File: config.mk
export PLATFORM = sky130hd
export DESIGN_NAME = date_time_field_editor
export DESIGN_NICKNAME = d
export VERILOG_FILES = /design/src/sv/dtfe_pkg.sv /design/src/sv/dtfe_calc.sv /design/src/sv/date_time_field_editor.sv
export SDC_FILE = /design/constraint.sdc
export NUM_CORES = 1
export LEC_CHECK = 0
export BUFFER_PORTS_ARGS = -buffer_cell sky130_fd_sc_hd__buf_2
export CORE_MARGIN = 1.5
export CORE_UTILIZATION = 40
export DETAILED_ROUTE_END_ITERATION = 16
export PLACE_DENSITY = 0.63
export SLEW_MARGIN = 20
export SYNTH_ARGS = -nofsm -noshare
export SYNTH_HDL_FRONTEND = slang
export SYNTH_SLANG_ARGS = --single-unit
export TNS_END_PERCENT = 5
File: constraint.sdc
create_clock -name clk -period 10.15 [get_ports clk]
set_clock_uncertainty 0.15 [all_clocks]
set_input_delay 2.03 -clock clk [delete_from_list [all_inputs] [get_ports clk]]
set_output_delay 2.03 -clock clk [all_outputs]
set_load 0.005 [all_outputs]
File: src/sv/dtfe_pkg.sv
// Types, codes and calendar helpers shared by the date/time field editor.
package dtfe_pkg;

  localparam int YearW = 14;

  // item kinds
  localparam logic [1:0] KIND_SELECT = 2'd0;
  localparam logic [1:0] KIND_UP     = 2'd1;
  localparam logic [1:0] KIND_DOWN   = 2'd2;
  localparam logic [1:0] KIND_LOAD   = 2'd3;

  // field codes
  localparam logic [2:0] FIELD_YEAR   = 3'd0;
  localparam logic [2:0] FIELD_MONTH  = 3'd1;
  localparam logic [2:0] FIELD_DAY    = 3'd2;
  localparam logic [2:0] FIELD_HOUR   = 3'd3;
  localparam logic [2:0] FIELD_MINUTE = 3'd4;
  localparam logic [2:0] FIELD_SECOND = 3'd5;

  // configuration register indexes
  localparam logic REG_YEAR_FLOOR   = 1'b0;
  localparam logic REG_YEAR_CEILING = 1'b1;

  localparam logic [YearW-1:0] DEFAULT_YEAR  = 14'd2026;
  localparam logic [YearW-1:0] FLOOR_RESET   = 14'd2000;
  localparam logic [YearW-1:0] CEILING_RESET = 14'd2099;
  localparam logic [YearW-1:0] MIN_READ_YEAR = 14'd2000;

  localparam logic [3:0] MONTH_MAX  = 4'd12;
  localparam logic [4:0] HOUR_MAX   = 5'd23;
  localparam logic [5:0] MINSEC_MAX = 6'd59;
  localparam logic [2:0] WEEKDAY_MAX = 3'd6;

  // multiplicative inverse of 25 modulo 2^14 and the divisibility threshold
  localparam logic [YearW-1:0] INV25     = 14'd7209;
  localparam logic [YearW-1:0] DIV25_LIM = 14'd655;

  typedef struct packed {
    logic [1:0]       kind;
    logic [2:0]       field_index;
    logic             clock_present;
    logic [YearW-1:0] read_year;
    logic [3:0]       read_month;
    logic [4:0]       read_day;
    logic [2:0]       read_weekday;
    logic [4:0]       read_hour;
    logic [5:0]       read_minute;
    logic [5:0]       read_second;
  } item_t;

  typedef struct packed {
    logic [YearW-1:0] cur_year;
    logic [3:0]       cur_month;
    logic [4:0]       cur_day;
    logic [4:0]       cur_hour;
    logic [5:0]       cur_minute;
    logic [5:0]       cur_second;
    logic [2:0]       cur_selection;
    logic             used_default;
  } result_t;

  typedef struct packed {
    logic [YearW-1:0] year;
    logic [3:0]       month;
    logic [4:0]       day;
    logic [4:0]       hour;
    logic [5:0]       minute;
    logic [5:0]       second;
    logic [2:0]       selection;
  } edit_t;

  localparam edit_t EDIT_RESET = '{year: DEFAULT_YEAR, month: 4'd1, day: 5'd1,
                                   hour: 5'd0, minute: 6'd0, second: 6'd0,
                                   selection: FIELD_YEAR};

  // Gregorian leap test; divisibility by 25 via the odd-inverse trick
  function automatic logic leap(input logic [YearW-1:0] y);
    logic [YearW-1:0] p;
    logic             div25;
    p     = y * INV25;
    div25 = (p <= DIV25_LIM);
    return ((y[1:0] == 2'b00) && !div25) || ((y[3:0] == 4'b0000) && div25);
  endfunction

  function automatic logic [4:0] month_length(input logic [YearW-1:0] y,
                                              input logic [3:0] m);
    logic [4:0] len;
    unique case (m)
      4'd2:                      len = leap(y) ? 5'd29 : 5'd28;
      4'd4, 4'd6, 4'd9, 4'd11:   len = 5'd30;
      default:                   len = 5'd31;
    endcase
    return len;
  endfunction

endpackage

File: src/sv/dtfe_calc.sv
// Next-state and result logic for one item of the date/time field editor.
module dtfe_calc (
  input  dtfe_pkg::item_t            item,
  input  dtfe_pkg::edit_t            edit,
  input  logic [dtfe_pkg::YearW-1:0] year_floor,
  input  logic [dtfe_pkg::YearW-1:0] year_ceiling,
  output dtfe_pkg::edit_t            edit_next,
  output dtfe_pkg::result_t          result
);
  import dtfe_pkg::*;

  logic              down;
  logic signed [15:0] year_step;
  logic [YearW-1:0]  year_w;
  logic [4:0]        month_step;
  logic [3:0]        month_w;
  logic [4:0]        lim_now;
  logic [5:0]        day_step;
  logic [4:0]        day_w;
  logic [4:0]        hour_w;
  logic [5:0]        minute_w;
  logic [5:0]        second_w;
  edit_t             stepped;
  logic [4:0]        lim_new;
  logic              read_ok;
  logic              fallback;

  assign down = (item.kind == KIND_DOWN);

  always_comb begin
    year_step = down ? (signed'({2'b00, edit.year}) - 16'sd1)
                     : (signed'({2'b00, edit.year}) + 16'sd1);
    // lower bound checked first, as with an inverted range
    if (year_step < signed'({2'b00, year_floor})) begin
      year_w = year_ceiling;
    end else if (year_step > signed'({2'b00, year_ceiling})) begin
      year_w = year_floor;
    end else begin
      year_w = year_step[YearW-1:0];
    end

    month_step = down ? ({1'b0, edit.month} - 5'd1) : ({1'b0, edit.month} + 5'd1);
    if (down && edit.month <= 4'd1) begin
      month_w = MONTH_MAX;
    end else if (!down && month_step > {1'b0, MONTH_MAX}) begin
      month_w = 4'd1;
    end else begin
      month_w = month_step[3:0];
    end

    // a day past month's end wraps to 1 if its step stays past the end
    lim_now  = month_length(edit.year, edit.month);
    day_step = down ? ({1'b0, edit.day} - 6'd1) : ({1'b0, edit.day} + 6'd1);
    if (down && edit.day <= 5'd1) begin
      day_w = lim_now;
    end else if (day_step > {1'b0, lim_now}) begin
      day_w = 5'd1;
    end else begin
      day_w = day_step[4:0];
    end

    if (down) begin
      hour_w   = (edit.hour == 5'd0) ? HOUR_MAX : edit.hour - 5'd1;
      minute_w = (edit.minute == 6'd0) ? MINSEC_MAX : edit.minute - 6'd1;
      second_w = (edit.second == 6'd0) ? MINSEC_MAX : edit.second - 6'd1;
    end else begin
      hour_w   = (edit.hour >= HOUR_MAX) ? 5'd0 : edit.hour + 5'd1;
      minute_w = (edit.minute >= MINSEC_MAX) ? 6'd0 : edit.minute + 6'd1;
      second_w = (edit.second >= MINSEC_MAX) ? 6'd0 : edit.second + 6'd1;
    end

    stepped = edit;
    unique case (edit.selection)
      FIELD_YEAR:   stepped.year   = year_w;
      FIELD_MONTH:  stepped.month  = month_w;
      FIELD_DAY:    stepped.day    = day_w;
      FIELD_HOUR:   stepped.hour   = hour_w;
      FIELD_MINUTE: stepped.minute = minute_w;
      default:      stepped.second = second_w;
    endcase
    // day is clamped to the month after any step
    lim_new = month_length(stepped.year, stepped.month);
    if (stepped.day > lim_new) begin
      stepped.day = lim_new;
    end
  end

  assign read_ok = item.clock_present
                && (item.read_year >= MIN_READ_YEAR)
                && (item.read_month >= 4'd1) && (item.read_month <= MONTH_MAX)
                && (item.read_day >= 5'd1)
                && (item.read_weekday <= WEEKDAY_MAX)
                && (item.read_hour <= HOUR_MAX)
                && (item.read_minute <= MINSEC_MAX)
                && (item.read_second <= MINSEC_MAX);

  always_comb begin
    edit_next = edit;
    fallback  = 1'b0;
    unique case (item.kind)
      KIND_SELECT: begin
        if (item.field_index <= FIELD_SECOND) begin
          edit_next.selection = item.field_index;
        end
      end
      KIND_UP, KIND_DOWN: begin
        edit_next = stepped;
      end
      default: begin
        if (read_ok) begin
          edit_next.year   = item.read_year;
          edit_next.month  = item.read_month;
          edit_next.day    = item.read_day;
          edit_next.hour   = item.read_hour;
          edit_next.minute = item.read_minute;
          edit_next.second = item.read_second;
        end else begin
          edit_next = EDIT_RESET;
          fallback  = 1'b1;
        end
        edit_next.selection = FIELD_YEAR;
      end
    endcase
  end

  assign result = '{cur_year: edit_next.year, cur_month: edit_next.month,
                    cur_day: edit_next.day, cur_hour: edit_next.hour,
                    cur_minute: edit_next.minute, cur_second: edit_next.second,
                    cur_selection: edit_next.selection, used_default: fallback};

endmodule

File: src/sv/date_time_field_editor.sv
// Top level of the date/time field editor: item register, edit state, result register.
//
//   channel  direction  handshake                  payload
//   item     in         item_valid/item_stall      item (item_t)
//   result   out        result_valid/result_stall  result (result_t)
//   cfg      in         cfg_valid/cfg_ready        cfg_index, cfg_data
//
// One item per cycle sustained while the result is not stalled; an item is held in
// the item register and passes through the combinational edit logic into the result
// register.
// Synchronous reset restores 2026-01-01 00:00:00, year selected, bounds 2000..2099.
// A stalled result holds; the item register still takes one more transaction.
module date_time_field_editor (
  input  logic                       clk,
  input  logic                       rst,
  input  logic                       item_valid,
  output logic                       item_stall,
  input  dtfe_pkg::item_t            item,
  output logic                       result_valid,
  input  logic                       result_stall,
  output dtfe_pkg::result_t          result,
  input  logic                       cfg_valid,
  output logic                       cfg_ready,
  input  logic                       cfg_index,
  input  logic [dtfe_pkg::YearW-1:0] cfg_data
);
  import dtfe_pkg::*;

  item_t            item_q;
  logic             item_full;
  edit_t            edit;
  edit_t            edit_next;
  result_t          result_next;
  logic [YearW-1:0] year_floor;
  logic [YearW-1:0] year_ceiling;
  logic             out_free;
  logic             fire;
  logic             take;

  assign out_free   = !result_valid || !result_stall;
  assign fire       = item_full && out_free;
  assign item_stall = item_full && !out_free;
  assign take       = item_valid && !item_stall;
  assign cfg_ready  = 1'b1;

  dtfe_calc u_calc (
    .item         (item_q),
    .edit         (edit),
    .year_floor   (year_floor),
    .year_ceiling (year_ceiling),
    .edit_next    (edit_next),
    .result       (result_next)
  );

  always_ff @(posedge clk) begin
    if (rst) begin
      item_full    <= 1'b0;
      result_valid <= 1'b0;
      edit         <= EDIT_RESET;
      year_floor   <= FLOOR_RESET;
      year_ceiling <= CEILING_RESET;
    end else begin
      if (take) begin
        item_full <= 1'b1;
      end else if (fire) begin
        item_full <= 1'b0;
      end
      if (fire) begin
        result_valid <= 1'b1;
        edit         <= edit_next;
      end else if (!result_stall) begin
        result_valid <= 1'b0;
      end
      if (cfg_valid && cfg_ready) begin
        unique case (cfg_index)
          REG_YEAR_FLOOR:   year_floor   <= cfg_data;
          REG_YEAR_CEILING: year_ceiling <= cfg_data;
        endcase
      end
    end
  end

  always_ff @(posedge clk) begin
    if (take) begin
      item_q <= item;
    end
    if (fire) begin
      result <= result_next;
    end
  end

endmodule

## Word-level counts from Yosys, hierarchy flattened

Index checks and enable logic that the tools add are counted.

- Bits in registers: 166
- Input port bits: 69
- Output and inout port bits: 47
- Logic and storage cells: 165

- $add $sub $neg: 12
- $mul: 2
- $lt $le $gt $ge: 21
- Equal/unequal tests: 17
- Muxes and demuxes: 38
- Bitwise logic cells: 1
- Reductions and logical operators: 45

Operators with widths:

| kind | number |
|---|---|
| $pmux W40 S2 | 1 |
| $mux W6 | 9 |
| $mux W5 | 9 |
| $mux W14 | 3 |
| $mux W40 | 1 |
| $le A14 B10 Y1 const B | 2 |
| $mul A14 B13 Y14 const B | 2 |
| $pmux W5 S2 | 2 |
| $logic_and A1 B1 Y1 | 18 |
| $eq A4 B3 Y1 const B | 4 |
| $eq A4 B4 Y1 const B | 4 |
| $gt A16 B15 Y1 | 1 |
| $lt A16 B15 Y1 | 1 |
| $mux W16 | 1 |
| $add A14 B1 Y15 const B | 1 |
| $sub A14 B1 Y15 const B | 1 |
| $ge A14 B11 Y1 const B | 1 |
| $add A6 B1 Y6 const B | 2 |
| $ge A6 B6 Y1 const B | 2 |
| $le A6 B6 Y1 const B | 2 |
| $logic_not A6 Y1 | 2 |
| $mux W4 | 3 |
| $sub A6 B1 Y6 const B | 2 |
| $eq A4 B2 Y1 const B | 2 |
| other kinds (39) | 60 |

## Depth between registers and ports, before layout

- Depth in word-level cells: 16
- Mapped depth: 48
- Mapped depth without buffers: 47

## Hierarchy

A second synthesis with hierarchy kept.

- Cell total of the unflattened synthesis: 1448
- Area, all modules: 12529.5 µm²

By module, submodules not included:

| module | times used | cells each | area each (µm²) | sequential area each (µm²) |
|---|---|---|---|---|
| dtfe_calc | 1 | 1033 | 7065.5 | 0.0 |
| date_time_field_editor | 1 | 415 | 5464.0 | 4254.1 |

## Least setup slack after synthesis

Ideal clock, no wire load.

- Path type: reg2reg
- Start: register item_q[47] (netlist bit)
- End: register edit[20] (netlist name)
- Library setup time: 120 ps
- Data arrival time: 9765 ps
- Data required time: 9880 ps
- Path slack: 116 ps
- Stages on the path, launching flop included: 47
- Buffers on the path: 3
- Clock period less this slack: 10034 ps
- Cell sequence: edfxtp_1 -> inv_1 -> ha_1 -> buf_2 -> inv_1 -> clkbuf_1 -> and3_1 -> a21oi_1 -> nor2_1 -> xor2_1 -> ha_1 -> nand4_1 -> or4_1 -> clkbuf_1 -> nor2b_1 -> a21oi_1 -> nor2_1 -> nor2_1 -> [11 not listed] -> ha_1 -> nor2_1 -> nor2_1 -> o41ai_1 -> xnor2_1 -> o21ai_0 -> or4_1 -> o2111ai_2 -> nor2_1 -> mux2_1 -> and3_4 -> ha_1 -> nand2_1 -> o21ai_0 -> nor4_1 -> o32ai_1 -> a41o_1 -> a211o_1

RTL lines:

| what | RTL line | RTL |
|---|---|---|
| start, declared | date_time_field_editor.sv:29 | `item_t item_q;` |
| start signal, assigned | date_time_field_editor.sv:85 | `item_q <= item;` |

==> impl_metrics.py <==
metrics = {
    "setup_path": {
        "cp_max_fo": 8,
        "r2r_end": "edit[20]",
        "crit_buf_inv": 7,
        "cp.arrival_ps": 9990,
        "r2r_slack_ps": 340,
        "start_kind": "flop",
        "path_depth": 42,
        "rr_worst_depth": 42,
        "critPathMaxStageDelay_ps": 530,
        "timing.rr.start": "item_q[47]",
        "slowest_stage": "fa_1",
        "path_delay_family": "compound AO/OA/AOI/OAI gates",
        "critical_path_class": "reg2reg",
        "cpMostUsedCell": "ha_1",
        "end_kind": "flop",
        "critPathLaunch": "item_q[47]",
        "setup.worst_path.end": "edit[20]",
        "cp_data_required_time_ps": 10330,
    },
    "floorplanning": {
        "pin_count": 116,
        "core_um2": 29900,
        "die_h_um": 178,
        "die_x_um": 178,
        "die_area_um2": 31700,
        "initial_core_util": 0.410,
        "row_count": 63,
    },
    "global_routing": {
        "grt_max_degree": 74,
        "grt_pass1_vias": 9970,
        "grt_pass1_wl_um": 54100,
        "grt_overflow": 0,
        "grtUsageTotal": 0.221,
        "antenna_found_initial": 0,
    },
    "sta": {
        "min_period_over_period": 0.966,
        "finalSetupViolCount": 0,
        "tightest_slew_ps": 1040,
        "fmaxAchievable_mhz": 102,
        "slew_headroom": 0.308,
        "hold_viol": 0,
        "fin_setup_tns_ps": 0,
        "slew_violations": 0,
        "period_minus_slack_ps": 9810,
        "whs_ps": 311,
    },
    "layout": {
        "syn_to_final_growth_pct": 16.6,
        "antenna_cells": 0,
        "layout-drive-gt1-share": 0.177,
        "final_area_um2": 14300,
        "final_cell_mix": "nand2_1, inv_1, ha_1, nor2_1, a21oi_1",
        "layout_commonest_cell": "nand2_1",
        "finalNetCount": 1753,
    },
    "clock_tree": {
        "htree_levels": 4,
        "ctsHoldBuffers": 0,
        "cts_sinks": 166,
        "clk_pin_slew_worst_paths_ps": 70,
        "cts_made_buffers": 17,
        "ctsLongestPathBuffers": 2,
        "cts-root-buf": "clkbuf_16",
        "cts_tree": "yes",
        "clk_latency_ps": 440,
    },
    "yosys": {
        "synth_area_um2": 12300,
        "async_reset_ff_frac": 0,
        "ys_warn_count": 0,
        "syn_nets": 1638,
        "synth-edff-count": 93,
        "avgSynthCellArea_um2": 8.66,
        "synthCells": 1416,
        "ys.flop_type": "edfxtp_1",
        "synth_cell_types": 88,
        "yosysSeqAreaShare": 0.347,
        "ys_ff_latch": 166,
    },
    "run_status": {
        "outcome": "complete, no violations",
    },
    "pwr": {
        "power_per_cell_area_nw_per_um2": 250,
        "power.total_mw": 3.58,
        "irDropWorstVdd_v": 0.000229,
        "leakagePower_nw": 5.96,
    },
    "placement": {
        "dp_hpwl_um": 25600,
        "portBuffers": 114,
        "post_dp_cell_area_um2": 13400,
        "globalplace.congestion": 0.925,
    },
    "route": {
        "num_vias": 10808,
        "dr.pass1.iters": 7,
        "drc": 0,
        "routed_wl_um": 34600,
        "avgRoutedWirePerCell_um": 17.9,
        "dr.first_iter.drc_count": 987,
        "viasPerCell": 5.59,
        "antenna_left": 0,
    },
    "min_path": {
        "worst_hold_path_type": "reg2reg",
        "hold_path.startpoint": "year_floor[1]",
    },
    "run": {
        "drv_cap": 0,
    },
}
[synth_stat cells, drive strengths merged, types with 6 or more instances]
master | n | area, um^2
dfxtp | 73 | 1460
a221oi | 18 | 164
nand2 | 171 | 642
and2 | 9 | 56.3
inv | 133 | 499
fa | 22 | 440
a21o | 15 | 113
o31ai | 7 | 52.6
and3 | 9 | 61.3
nor2b | 8 | 50.1
a211o | 15 | 131
clkbuf | 64 | 240
o22ai | 7 | 43.8
mux2i | 10 | 100
nor2 | 122 | 458
xnor2 | 32 | 280
o21a | 6 | 45.0
o21ai | 68 | 340
buf | 20 | 105
nor3b | 9 | 67.6
or3 | 7 | 48.8
xor2 | 16 | 140
nand4 | 19 | 119
edfxtp | 93 | 2790
o211ai | 14 | 110
nor4 | 7 | 65.1
a22oi | 8 | 65.1
nand2b | 6 | 37.5
or4 | 7 | 60.1
ha | 131 | 1640
nor3 | 24 | 120
nand3 | 35 | 175
a21oi | 121 | 609
a211oi | 18 | 135
nand3b | 10 | 75.1
a31oi | 11 | 75.1
[report_power, final]
part	internal [mW]	leakage, nW	total, mW	switching, mW
Clock	0.370	0.289	0.674	0.304
Sequential	0.754	1.49	0.788	0.0349
Combinational	0.976	4.17	2.11	1.14
Total	2.10	5.96	3.58	1.48
[cells by family after synthesis]
group	count (synthesis)	synth area share
compound gates	356	0.189
other cells	1	0.000306
simple gates	459	0.178
buf+inv	218	0.0692
fa+ha+maj	153	0.170
flops	166	0.347
mux	15	0.0128
xor+xnor	48	0.0343
[cell type report]
cell class                      instances  area, um^2
Fill cell                            2803       15600
Multi-Input combinational cell       1032        7370
Sequential cell                       166        4260
Timing Repair Buffer                  180        1070
Inverter                              134         504
Tap cell                              390         488
Clock buffer                           18         429
Clock inverter                         14         163
[metrics by stage]
stage | util | setup slack (ps) | cells
global route | 0.478 | -57.4 | 1934
global placement | 0.447 | -5.47 | 1886
finish | 0.478 | 341 | 1934
floorplan | - | 116 | 1416
CTS | 0.468 | 28.9 | 1918
detailed placement | 0.447 | -252 | 1886
[metal layers]
layer  vias to the layer above  track usage  part of all wire
li1                       5251            -                 -
met1                      5135        0.331              0.48
met2                       381        0.329              0.44
met3                        41       0.0237             0.060
met4                         0       0.0735             0.022
met5                         -            0                 0
[flip-flops by register name, summed over array words and instances (netlist names)]
| signal | count |
|---|---|
| result | 44 |
| edit | 43 |
| item_full | 1 |
| item_q | 49 |
| year_floor | 14 |
| result_valid | 1 |
| year_ceiling | 14 |
[repair_timing]
action | CTS | global route
setup buffers | 0 | 16
resized for setup | 3 | 47
setup endpoints to repair | 4 | 4
pin swaps | 0 | 27
cloned | 0 | 0
[how the worst min path moves through the flow]
stage / end / slack, ps / depth (start not counted)
after floorplan: year_ceiling[10] / 290 / 2
after global placement: year_ceiling[10] / 300 / 2
after detailed placement: year_floor[1] / 300 / 2
after CTS: year_ceiling[8] / 310 / 2
after global routing: year_ceiling[10] / 330 / 2
final: year_floor[1] / 310 / 2
[worst reg2reg max path: cells and delay by family (launching register included)]
family                     cells  cell delay [ps]
and+or+nand+nor                9             2120
muxes                          1              300
AOI/OAI and AO/OA             15             3050
xor gates and xnor gates       2              290
buffers and inverters          7              940
adders and majority gates      8             2430
DFF                            1              430
Power figures use the tool's default switching activity.
